**config.mk**
```make
export PLATFORM = sky130hd
export DESIGN_NAME = focuser_command_framer_unit
export DESIGN_NICKNAME = d
export VERILOG_FILES = /design/src/sv/fcf_pkg.sv /design/src/sv/focuser_command_framer_unit.sv /design/src/sv/fcf_frame.sv /design/src/sv/fcf_reply.sv
export VERILOG_INCLUDE_DIRS = /design/src /design/src/sv
export SDC_FILE = /design/constraint.sdc
export NUM_CORES = 1
export LEC_CHECK = 0
export BUFFER_PORTS_ARGS = -buffer_cell sky130_fd_sc_hd__buf_2
export CORE_ASPECT_RATIO = 1.5
export CORE_MARGIN = 2
export CORE_UTILIZATION = 30
export CTS_CLUSTER_SIZE = 16
export DETAILED_ROUTE_END_ITERATION = 8
export PLACE_DENSITY = 0.48
export SYNTH_ARGS = -nofsm -noshare
export SYNTH_HDL_FRONTEND = slang
export SYNTH_SLANG_ARGS = --single-unit
```
**constraint.sdc**
```tcl
create_clock -name clk -period 40.4 [get_ports clk]
set_input_delay 8.08 -clock clk [delete_from_list [all_inputs] [get_ports clk]]
set_output_delay 8.08 -clock clk [all_outputs]
set_load 0.02 [all_outputs]
```
**src/sv/focuser_command_framer_unit_assert.svh**
```systemverilog
// Assertion macros for the focuser command framer.
// Used by the top level; expects signals named clk and rst in scope.
`ifndef FOCUSER_COMMAND_FRAMER_UNIT_ASSERT_SVH
`define FOCUSER_COMMAND_FRAMER_UNIT_ASSERT_SVH

// Same-cycle implication, disabled during reset.
`define FCF_ASSERT_IMP(lbl, ante, cons, msg) \
  lbl: assert property (@(posedge clk) disable iff (rst) (ante) |-> (cons)) else $error(msg);

// Next-cycle implication, disabled during reset.
`define FCF_ASSERT_NXT(lbl, ante, cons, msg) \
  lbl: assert property (@(posedge clk) disable iff (rst) (ante) |=> (cons)) else $error(msg);

`endif

```
**src/sv/fcf_pkg.sv**
```systemverilog
// Shared types and constants for the focuser command framer.
// Used by fcf_frame, fcf_reply and the top level; depends on nothing.
`default_nettype none

package fcf_pkg;

  localparam logic [3:0] CMD_GET_POS    = 4'h1;
  localparam logic [3:0] CMD_SET_TARGET = 4'h2;
  localparam logic [3:0] CMD_HALT       = 4'h3;
  localparam logic [3:0] CMD_SET_COEFF  = 4'h4;
  localparam logic [3:0] CMD_GET_CONFIG = 4'h5;
  localparam logic [3:0] CMD_SET_CONFIG = 4'h6;
  localparam logic [3:0] CMD_SET_POS    = 4'h7;
  localparam logic [3:0] CMD_GET_HOME   = 4'h8;
  localparam logic [3:0] CMD_SET_VEL    = 4'h9;
  localparam logic [3:0] CMD_GET_TEMP   = 4'hA;
  localparam logic [3:0] CMD_GET_MOTION = 4'hB;

  localparam logic [7:0] HDR_GET_POS    = 8'h21;
  localparam logic [7:0] HDR_SET_TARGET = 8'h22;
  localparam logic [7:0] HDR_HALT       = 8'h03;
  localparam logic [7:0] HDR_SET_COEFF  = 8'h24;
  localparam logic [7:0] HDR_GET_CONFIG = 8'h65;
  localparam logic [7:0] HDR_SET_CONFIG = 8'h46;
  localparam logic [7:0] HDR_SET_POS    = 8'h27;
  localparam logic [7:0] HDR_GET_HOME   = 8'h18;
  localparam logic [7:0] HDR_SET_VEL    = 8'h29;
  localparam logic [7:0] HDR_GET_TEMP   = 8'h2A;
  localparam logic [7:0] HDR_GET_MOTION = 8'h1B;
  localparam logic [7:0] HDR_UNKNOWN    = 8'h0F;
  localparam logic [7:0] HDR_RX_ERROR   = 8'h0E;

  localparam logic [2:0] MOTION_MASK    = 3'b101;
  localparam logic [7:0] ACCEL_MAX      = 8'd127;
  localparam logic [15:0] VEL_MAX       = 16'd2000;

  localparam int REPLY_DATA_MAX = 6;

  typedef struct packed {
    logic [7:0]                          hdr;
    logic [2:0]                          len;
    logic [REPLY_DATA_MAX-1:0][7:0]      data;
    logic                                load;
    logic [15:0]                         target;
    logic [15:0]                         coeff;
    logic [15:0]                         btemp;
    logic [15:0]                         bpos;
    logic [15:0]                         vel;
    logic [6:0]                          accel;
    logic                                idle;
  } reply_t;

endpackage

`default_nettype wire

```
**src/sv/focuser_command_framer_unit.sv**
```systemverilog
// Focuser command framer, top level.
// The slave stream carries received serial bytes together with live sensor
// readings; the master stream carries reply bytes, header first and data
// low byte first, with tlast on the last byte of each reply. Every reply
// byte also carries the motor settings as they stand after the command.
// A frame's header byte holds the data length in its high nibble and the
// command in its low nibble. Bytes that do not complete a frame produce no
// reply. A byte marked as a receive error abandons the frame in progress
// and produces the one-byte reply 0x0E.
// A completed frame's reply record is registered in fcf_frame, then loaded
// into the serializer, which sends its header byte first. The frame logic
// is a single registered pass, so a transaction can be accepted every cycle
// while s_axis_tready is high; a reply holds the serializer until its
// last byte is taken; one more record can wait before s_axis_tready drops.
// When the receiver stalls, the current reply byte holds, and input is
// refused once a reply record is waiting.
// Synchronous reset clears the framing state, the data buffer and all
// motor settings to zero, and drops both valid signals.
// Depends on fcf_pkg, fcf_frame, fcf_reply and the assertion macro header.
`default_nettype none

`include "focuser_command_framer_unit_assert.svh"

module focuser_command_framer_unit #(
  parameter int DATA_BYTES    = 15,
  parameter int IDLE_FLAG_BIT = 0
) (
  input  wire logic           clk,
  input  wire logic           rst,
  input  wire logic           s_axis_tvalid,
  output logic                s_axis_tready,
  // rx_byte[7:0], position[23:8], temperature[39:24], home_switch[40],
  // motion_bits[43:41], zero fill[47:44]
  input  wire logic [47:0]    s_axis_tdata,
  // rx_ok[0]
  input  wire logic           s_axis_tuser,
  output logic                m_axis_tvalid,
  input  wire logic           m_axis_tready,
  // reply_byte[7:0], target_position[23:8], load_position[24],
  // temp_coefficient[40:25], base_temperature[56:41], base_position[72:57],
  // velocity_limit[88:73], accel_limit[95:89], idle_off[96], zero fill[103:97]
  output logic [103:0]        m_axis_tdata,
  output logic                m_axis_tlast
);

  logic             in_fire;
  logic             rep_valid;
  logic             take;
  fcf_pkg::reply_t  rep;

  assign s_axis_tready = !rep_valid || take;
  assign in_fire       = s_axis_tvalid && s_axis_tready;

  fcf_frame #(
    .DATA_BYTES    (DATA_BYTES),
    .IDLE_FLAG_BIT (IDLE_FLAG_BIT)
  ) u_frame (
    .clk         (clk),
    .rst         (rst),
    .fire        (in_fire),
    .rx_byte     (s_axis_tdata[7:0]),
    .rx_ok       (s_axis_tuser),
    .position    (s_axis_tdata[23:8]),
    .temperature (s_axis_tdata[39:24]),
    .home_switch (s_axis_tdata[40]),
    .motion_bits (s_axis_tdata[43:41]),
    .take        (take),
    .rep_valid   (rep_valid),
    .rep         (rep)
  );

  fcf_reply u_reply (
    .clk           (clk),
    .rst           (rst),
    .rep_valid     (rep_valid),
    .rep           (rep),
    .take          (take),
    .m_axis_tvalid (m_axis_tvalid),
    .m_axis_tready (m_axis_tready),
    .m_axis_tdata  (m_axis_tdata),
    .m_axis_tlast  (m_axis_tlast)
  );

  `FCF_ASSERT_NXT(a_err_replies, in_fire && !s_axis_tuser, rep_valid, "receive error gave no reply")
  `FCF_ASSERT_NXT(a_rec_holds, rep_valid && !take, rep_valid && $stable(rep), "waiting reply record changed")
  `FCF_ASSERT_NXT(a_idle_after_last, m_axis_tvalid && m_axis_tready && m_axis_tlast && !rep_valid, !m_axis_tvalid, "serializer kept running after last byte")

endmodule

`default_nettype wire

```
**src/sv/fcf_frame.sv**
```systemverilog
// Frame assembly and command execution for the focuser command framer.
// Holds framing state, data buffer and settings; emits one reply record per frame and per receive error.
// Depends on fcf_pkg.
`default_nettype none

module fcf_frame #(
  parameter int DATA_BYTES    = 15,
  parameter int IDLE_FLAG_BIT = 0
) (
  input  wire logic               clk,
  input  wire logic               rst,
  input  wire logic               fire,
  input  wire logic [7:0]         rx_byte,
  input  wire logic               rx_ok,
  input  wire logic [15:0]        position,
  input  wire logic [15:0]        temperature,
  input  wire logic               home_switch,
  input  wire logic [2:0]         motion_bits,
  input  wire logic               take,
  output logic                    rep_valid,
  output fcf_pkg::reply_t         rep
);

  logic [4:0]                  br, br_next;
  logic [3:0]                  fl, fl_next;
  logic [3:0]                  cmd, cmd_next;
  logic [DATA_BYTES-1:0][7:0]  dbuf, dbuf_next;
  logic [15:0]                 target, target_next;
  logic [15:0]                 coeff, coeff_next;
  logic [15:0]                 btemp, btemp_next;
  logic [15:0]                 bpos, bpos_next;
  logic [15:0]                 vel, vel_next;
  logic [6:0]                  accel, accel_next;
  logic                        idle, idle_next;
  logic                        done;
  logic                        load;
  logic [7:0]                  hdr;
  logic [2:0]                  len;
  logic [15:0]                 word;
  logic [7:0]                  abyte;
  fcf_pkg::reply_t             rep_next;

  always_comb begin
    br_next     = br;
    fl_next     = fl;
    cmd_next    = cmd;
    dbuf_next   = dbuf;
    target_next = target;
    coeff_next  = coeff;
    btemp_next  = btemp;
    bpos_next   = bpos;
    vel_next    = vel;
    accel_next  = accel;
    idle_next   = idle;
    done        = 1'b0;
    load        = 1'b0;
    hdr         = fcf_pkg::HDR_UNKNOWN;
    len         = 3'd0;
    word        = 16'd0;
    abyte       = 8'd0;
    if (fire) begin
      if (!rx_ok) begin
        br_next = 5'd0;
        done    = 1'b1;
        hdr     = fcf_pkg::HDR_RX_ERROR;
      end else begin
        if (br != 5'd0) begin
          for (int i = 0; i < DATA_BYTES; i++) begin
            if (br - 5'd1 == 5'(i)) begin
              dbuf_next[i] = rx_byte;
            end
          end
          br_next = br + 5'd1;
        end else begin
          fl_next  = rx_byte[7:4];
          cmd_next = rx_byte[3:0];
          br_next  = 5'd1;
        end
        if (br_next == {1'b0, fl_next} + 5'd1) begin
          br_next = 5'd0;
          done    = 1'b1;
          word    = {dbuf_next[1], dbuf_next[0]};
          abyte   = dbuf_next[2];
          case (cmd_next)
            fcf_pkg::CMD_GET_POS: begin
              dbuf_next[0] = position[7:0];
              dbuf_next[1] = position[15:8];
              hdr = fcf_pkg::HDR_GET_POS;
              len = 3'd2;
            end
            fcf_pkg::CMD_SET_TARGET: begin
              target_next = word;
              hdr = fcf_pkg::HDR_SET_TARGET;
              len = 3'd2;
            end
            fcf_pkg::CMD_HALT: begin
              target_next = position;
              hdr = fcf_pkg::HDR_HALT;
            end
            fcf_pkg::CMD_SET_COEFF: begin
              btemp_next = temperature;
              bpos_next  = position;
              coeff_next = word;
              hdr = fcf_pkg::HDR_SET_COEFF;
              len = 3'd2;
            end
            fcf_pkg::CMD_GET_CONFIG: begin
              dbuf_next[0] = coeff[7:0];
              dbuf_next[1] = coeff[15:8];
              dbuf_next[2] = idle ? (8'd1 << IDLE_FLAG_BIT) : 8'd0;
              dbuf_next[3] = {1'b0, accel};
              dbuf_next[4] = vel[7:0];
              dbuf_next[5] = vel[15:8];
              hdr = fcf_pkg::HDR_GET_CONFIG;
              len = 3'd6;
            end
            fcf_pkg::CMD_SET_CONFIG: begin
              idle_next = (dbuf_next[3] != 8'd0);
              if (abyte > fcf_pkg::ACCEL_MAX) begin
                accel_next = fcf_pkg::ACCEL_MAX[6:0];
              end else if (abyte == 8'd0) begin
                accel_next = 7'd1;
              end else begin
                accel_next = abyte[6:0];
              end
              if (word > fcf_pkg::VEL_MAX) begin
                vel_next = fcf_pkg::VEL_MAX;
              end else if (word == 16'd0) begin
                vel_next = 16'd1;
              end else begin
                vel_next = word;
              end
              hdr = fcf_pkg::HDR_SET_CONFIG;
              len = 3'd4;
            end
            fcf_pkg::CMD_SET_POS: begin
              target_next = word;
              load = 1'b1;
              hdr = fcf_pkg::HDR_SET_POS;
              len = 3'd2;
            end
            fcf_pkg::CMD_GET_HOME: begin
              dbuf_next[0] = {7'd0, home_switch};
              hdr = fcf_pkg::HDR_GET_HOME;
              len = 3'd1;
            end
            fcf_pkg::CMD_SET_VEL: begin
              vel_next = word;
              hdr = fcf_pkg::HDR_SET_VEL;
              len = 3'd2;
            end
            fcf_pkg::CMD_GET_TEMP: begin
              dbuf_next[0] = temperature[7:0];
              dbuf_next[1] = temperature[15:8];
              hdr = fcf_pkg::HDR_GET_TEMP;
              len = 3'd2;
            end
            fcf_pkg::CMD_GET_MOTION: begin
              dbuf_next[0] = {5'd0, motion_bits & fcf_pkg::MOTION_MASK};
              hdr = fcf_pkg::HDR_GET_MOTION;
              len = 3'd1;
            end
            default: begin
              hdr = fcf_pkg::HDR_UNKNOWN;
            end
          endcase
        end
      end
    end
  end

  always_comb begin
    rep_next.hdr  = hdr;
    rep_next.len  = len;
    for (int i = 0; i < fcf_pkg::REPLY_DATA_MAX; i++) begin
      rep_next.data[i] = dbuf_next[i];
    end
    rep_next.load   = load;
    rep_next.target = target_next;
    rep_next.coeff  = coeff_next;
    rep_next.btemp  = btemp_next;
    rep_next.bpos   = bpos_next;
    rep_next.vel    = vel_next;
    rep_next.accel  = accel_next;
    rep_next.idle   = idle_next;
  end

  always_ff @(posedge clk) begin
    if (rst) begin
      br        <= 5'd0;
      fl        <= 4'd0;
      cmd       <= 4'd0;
      dbuf      <= '0;
      target    <= 16'd0;
      coeff     <= 16'd0;
      btemp     <= 16'd0;
      bpos      <= 16'd0;
      vel       <= 16'd0;
      accel     <= 7'd0;
      idle      <= 1'b0;
      rep_valid <= 1'b0;
    end else begin
      br     <= br_next;
      fl     <= fl_next;
      cmd    <= cmd_next;
      dbuf   <= dbuf_next;
      target <= target_next;
      coeff  <= coeff_next;
      btemp  <= btemp_next;
      bpos   <= bpos_next;
      vel    <= vel_next;
      accel  <= accel_next;
      idle   <= idle_next;
      if (done) begin
        rep_valid <= 1'b1;
      end else if (take) begin
        rep_valid <= 1'b0;
      end
    end
  end

  always_ff @(posedge clk) begin
    if (done) begin
      rep <= rep_next;
    end
  end

endmodule

`default_nettype wire

```
**src/sv/fcf_reply.sv**
```systemverilog
// Reply serializer for the focuser command framer.
// Takes a reply record and sends its header and data bytes one per transaction.
// Depends on fcf_pkg.
`default_nettype none

module fcf_reply (
  input  wire logic             clk,
  input  wire logic             rst,
  input  wire logic             rep_valid,
  input  wire fcf_pkg::reply_t  rep,
  output logic                  take,
  output logic                  m_axis_tvalid,
  input  wire logic             m_axis_tready,
  output logic [103:0]          m_axis_tdata,
  output logic                  m_axis_tlast
);

  logic             active;
  logic [2:0]       cnt;
  fcf_pkg::reply_t  cur;
  logic             fire;
  logic             last;
  logic [7:0]       rbyte;

  assign fire  = active && m_axis_tready;
  assign last  = (cnt == cur.len);
  assign take  = rep_valid && (!active || (fire && last));

  always_comb begin
    case (cnt)
      3'd0:    rbyte = cur.hdr;
      3'd1:    rbyte = cur.data[0];
      3'd2:    rbyte = cur.data[1];
      3'd3:    rbyte = cur.data[2];
      3'd4:    rbyte = cur.data[3];
      3'd5:    rbyte = cur.data[4];
      3'd6:    rbyte = cur.data[5];
      default: rbyte = cur.hdr;
    endcase
  end

  assign m_axis_tvalid = active;
  assign m_axis_tlast  = last;
  assign m_axis_tdata  = {7'd0, cur.idle, cur.accel, cur.vel, cur.bpos, cur.btemp,
                          cur.coeff, cur.load, cur.target, rbyte};

  always_ff @(posedge clk) begin
    if (rst) begin
      active <= 1'b0;
      cnt    <= 3'd0;
    end else if (take) begin
      active <= 1'b1;
      cnt    <= 3'd0;
    end else if (fire) begin
      if (last) begin
        active <= 1'b0;
      end else begin
        cnt <= cnt + 3'd1;
      end
    end
  end

  always_ff @(posedge clk) begin
    if (take) begin
      cur <= rep;
    end
  end

endmodule

`default_nettype wire

```
==> results.cfg <==
[sta]
finalSetupTns_ns = 0
holdWs_ns = 0.406
skew_ns = 0.0381
setup_viol = 0
finalHoldViolCount = 0
fin_crit_ns = 17.12
layout_setup_ws_ns = 23.28
max_freq_mhz = 58.4
slew_headroom_pct = 18.2
rsz0062_at_grt = false
worst_pin_slew_ns = 1.22
timing.final.crit_share_pct = 42.4
drv_slew = 0

[worst_setup_path]
endpoint_kind = output port
arrival_ns = 9.04
ff2ff_path_depth = 16
critPathMaxStageDelay_ns = 0.30
crit_required_ns = 32.32
crit_chain = buf_2 -> nand2_1 -> nand2_1 -> nor2_1 -> inv_1 -> buf_2
cp-start-kind = input pin
critPathKind = input pin to output port
slowest_stage = nor2_1
cp_max_fo = 4

[pwr]
p_total_mw = 0.986
power.leakage_nw = 7.71
ir_drop_v = 0.0000269
p_per_area_mw_per_mm2 = 46.2

[global_route]
grt_pass1_wl_um = 78800
use_met1_pct = 18.3
grt_busiest_layer = met2
grt_antenna_before_repair = 0
grt_usage_pct = 16.1
grt_max_degree = 80
grt_use_met2_pct = 28.8
use_met3_pct = 2.72
grt_pass1_vias = 12200
grt.overflow.total = 0

[worst_hold_path]
hold_path_depth = 0
worstHoldPathType = register to register

[detailed_routing]
antenna_left = 0
drt-vias-per-instance = 5.06
wl_per_cell_um = 22.1
totalWireLength_um = 53200
drt_iter0_markers = 1066
num_vias = 12200
firstDrtPassIters = 5
drcViolationCount = 0

[yosys]
synth_area_mm2 = 0.0191
syn_avg_cell_area_um2 = 12.5
synth_warnings = 0
synthArstFlopShare_pct = 0
yosysSeqAreaShare_pct = 62.5
synth_cells = 1531
ys_ff_latch = 448
yosysUniqueCellTypes = 81
synth_ff_type = edfxtp_1
synth_edf_count = 294

[placement]
placed_area_mm2 = 0.0199
routabilityCongestion = 0.867
dp_hpwl_um = 37200
dpl.cell_count = 2327
preCtsSetupSlack_ns = 23.13
portBuffers = 147

[clock_tree]
htree_levels = 2
hold_buffers = 0
clkSinkCount = 448
cts_resized = 0
cts-root-buf = clkbuf_16
clk-insertion-delay-late_ns = 0.57
cts.path.max_buffers = 3
tritoncts = built
clk_pin_slew_ns = 0.07
cts_made_buffers = 43
postCtsSetupRepairBufs = 0

[floorplan]
rows = 113
die-area_mm2 = 0.0656
die_h_um = 313
fp.dieW_um = 210
core-area_mm2 = 0.0631
start_util_pct = 30.2
io_pins = 160

[flow_run]
drv_cap = 0

[cells_and_area]
final_util_pct = 33.8
multi_input_area_mm2 = 0.00598
antenna_cells = 0
seqCellArea_mm2 = 0.0119
nets = 1632
area_growth_pct = 11.9
stdcell_count = 2405
drive_above_1_share_pct = 20.3
stdcell_area_mm2 = 0.0213
fill_cells = 6260

[run_status]
status = finished, final reports clean
## layout make-up
class | count | area share, %
sequential | 448 | 55.8
multi-input combinational | 871 | 28.0
clock buffer | 53 | 5.31
tap | 805 | 4.72
timing repair buffer | 173 | 4.36
clock inverter | 25 | 1.26
inverter | 30 | 0.528
## power by group
group | internal, mW | switching, mW
combinational | 0.0163 | 0.0492
clock | 0.233 | 0.176
sequential | 0.506 | 0.00645
## sequential cells by signal, summed over array words and instances (netlist names)
signal / count
u_frame.cmd: 4
u_reply.cnt: 3
u_reply.cur: 58
u_frame.coeff: 16
u_frame.br: 5
u_frame.vel: 16
u_frame.dbuf: 48
u_frame.target: 16
u_frame.accel: 7
u_reply.m_axis_tdata: 89
u_frame.btemp: 16
u_frame.fl: 4
u_frame.rep: 147
u_frame.idle: 1
u_frame.rep_valid: 1
u_frame.bpos: 16
u_reply.m_axis_tvalid: 1
## critical path: cells and delay by family
kind / cells / cell delay (ns)
buffers and inverters: 3 / 0.45
AND/OR/NAND/NOR: 3 / 0.50
## Yosys cell counts (28+ instances only)
cell type / count / share of area [%]
clkbuf_1: 60 / 1.2
edfxtp_1: 294 / 46
mux2_4: 28 / 2.2
a21oi_1: 91 / 2.4
nand2_1: 130 / 2.6
o21ai_0: 42 / 1.1
inv_1: 30 / 0.59
buf_4: 100 / 3.9
and2_1: 51 / 1.7
a22o_1: 35 / 1.6
dfxtp_1: 154 / 16
nor2_1: 79 / 1.6
a211oi_1: 36 / 1.4
nand3_1: 38 / 1.0
## worst paths after layout
check / startpoint / to / slack, ns
worst max register to register: u_frame.br[0] / u_frame.rep[140] / 33.29
worst max-delay path: m_axis_tready / s_axis_tready / 23.28
worst min register to register: u_frame.rep[18] / u_reply.m_axis_tdata[83] / 0.41
worst min-delay path: u_frame.rep[18] / u_reply.m_axis_tdata[83] / 0.41
## placed cells by master (no fill, tap or decap), types with 30 or more instances in the layout
| cell type | count |
|---|---|
| clkbuf_16 | 43 |
| nand3_1 | 37 |
| a22o_1 | 35 |
| and2_1 | 51 |
| buf_2 | 147 |
| nand2_1 | 130 |
| edfxtp_1 | 294 |
| a21oi_1 | 89 |
| a211oi_1 | 36 |
| inv_1 | 30 |
| dfxtp_1 | 154 |
| o21ai_0 | 42 |
| nor2_1 | 79 |
## cell families (layout without fill, tap and decap cells)
family                   after synthesis  count (layout)  synth area share, %
AO/OA/AOI/OAI                        363             363                 13.8
XOR/XNOR                              14              14                0.715
buffers and inverters                218             281                 6.52
AND/OR/NAND/NOR                      394             394                 10.5
flip-flops                           448             448                 62.5
adder cells (fa/ha/maj)               12              12                0.787
other                                  1               7               0.0197
multiplexers                          81              81                 5.24
## routing by layer
layer | vias up | wire length, µm
met5 | - | 0
met2 | 382 | 27500
met1 | 6010 | 20400
met3 | 100 | 2700
met4 | 0 | 2660
li1 | 5681 | -
Note: power is estimated with default switching activity, not from simulation.
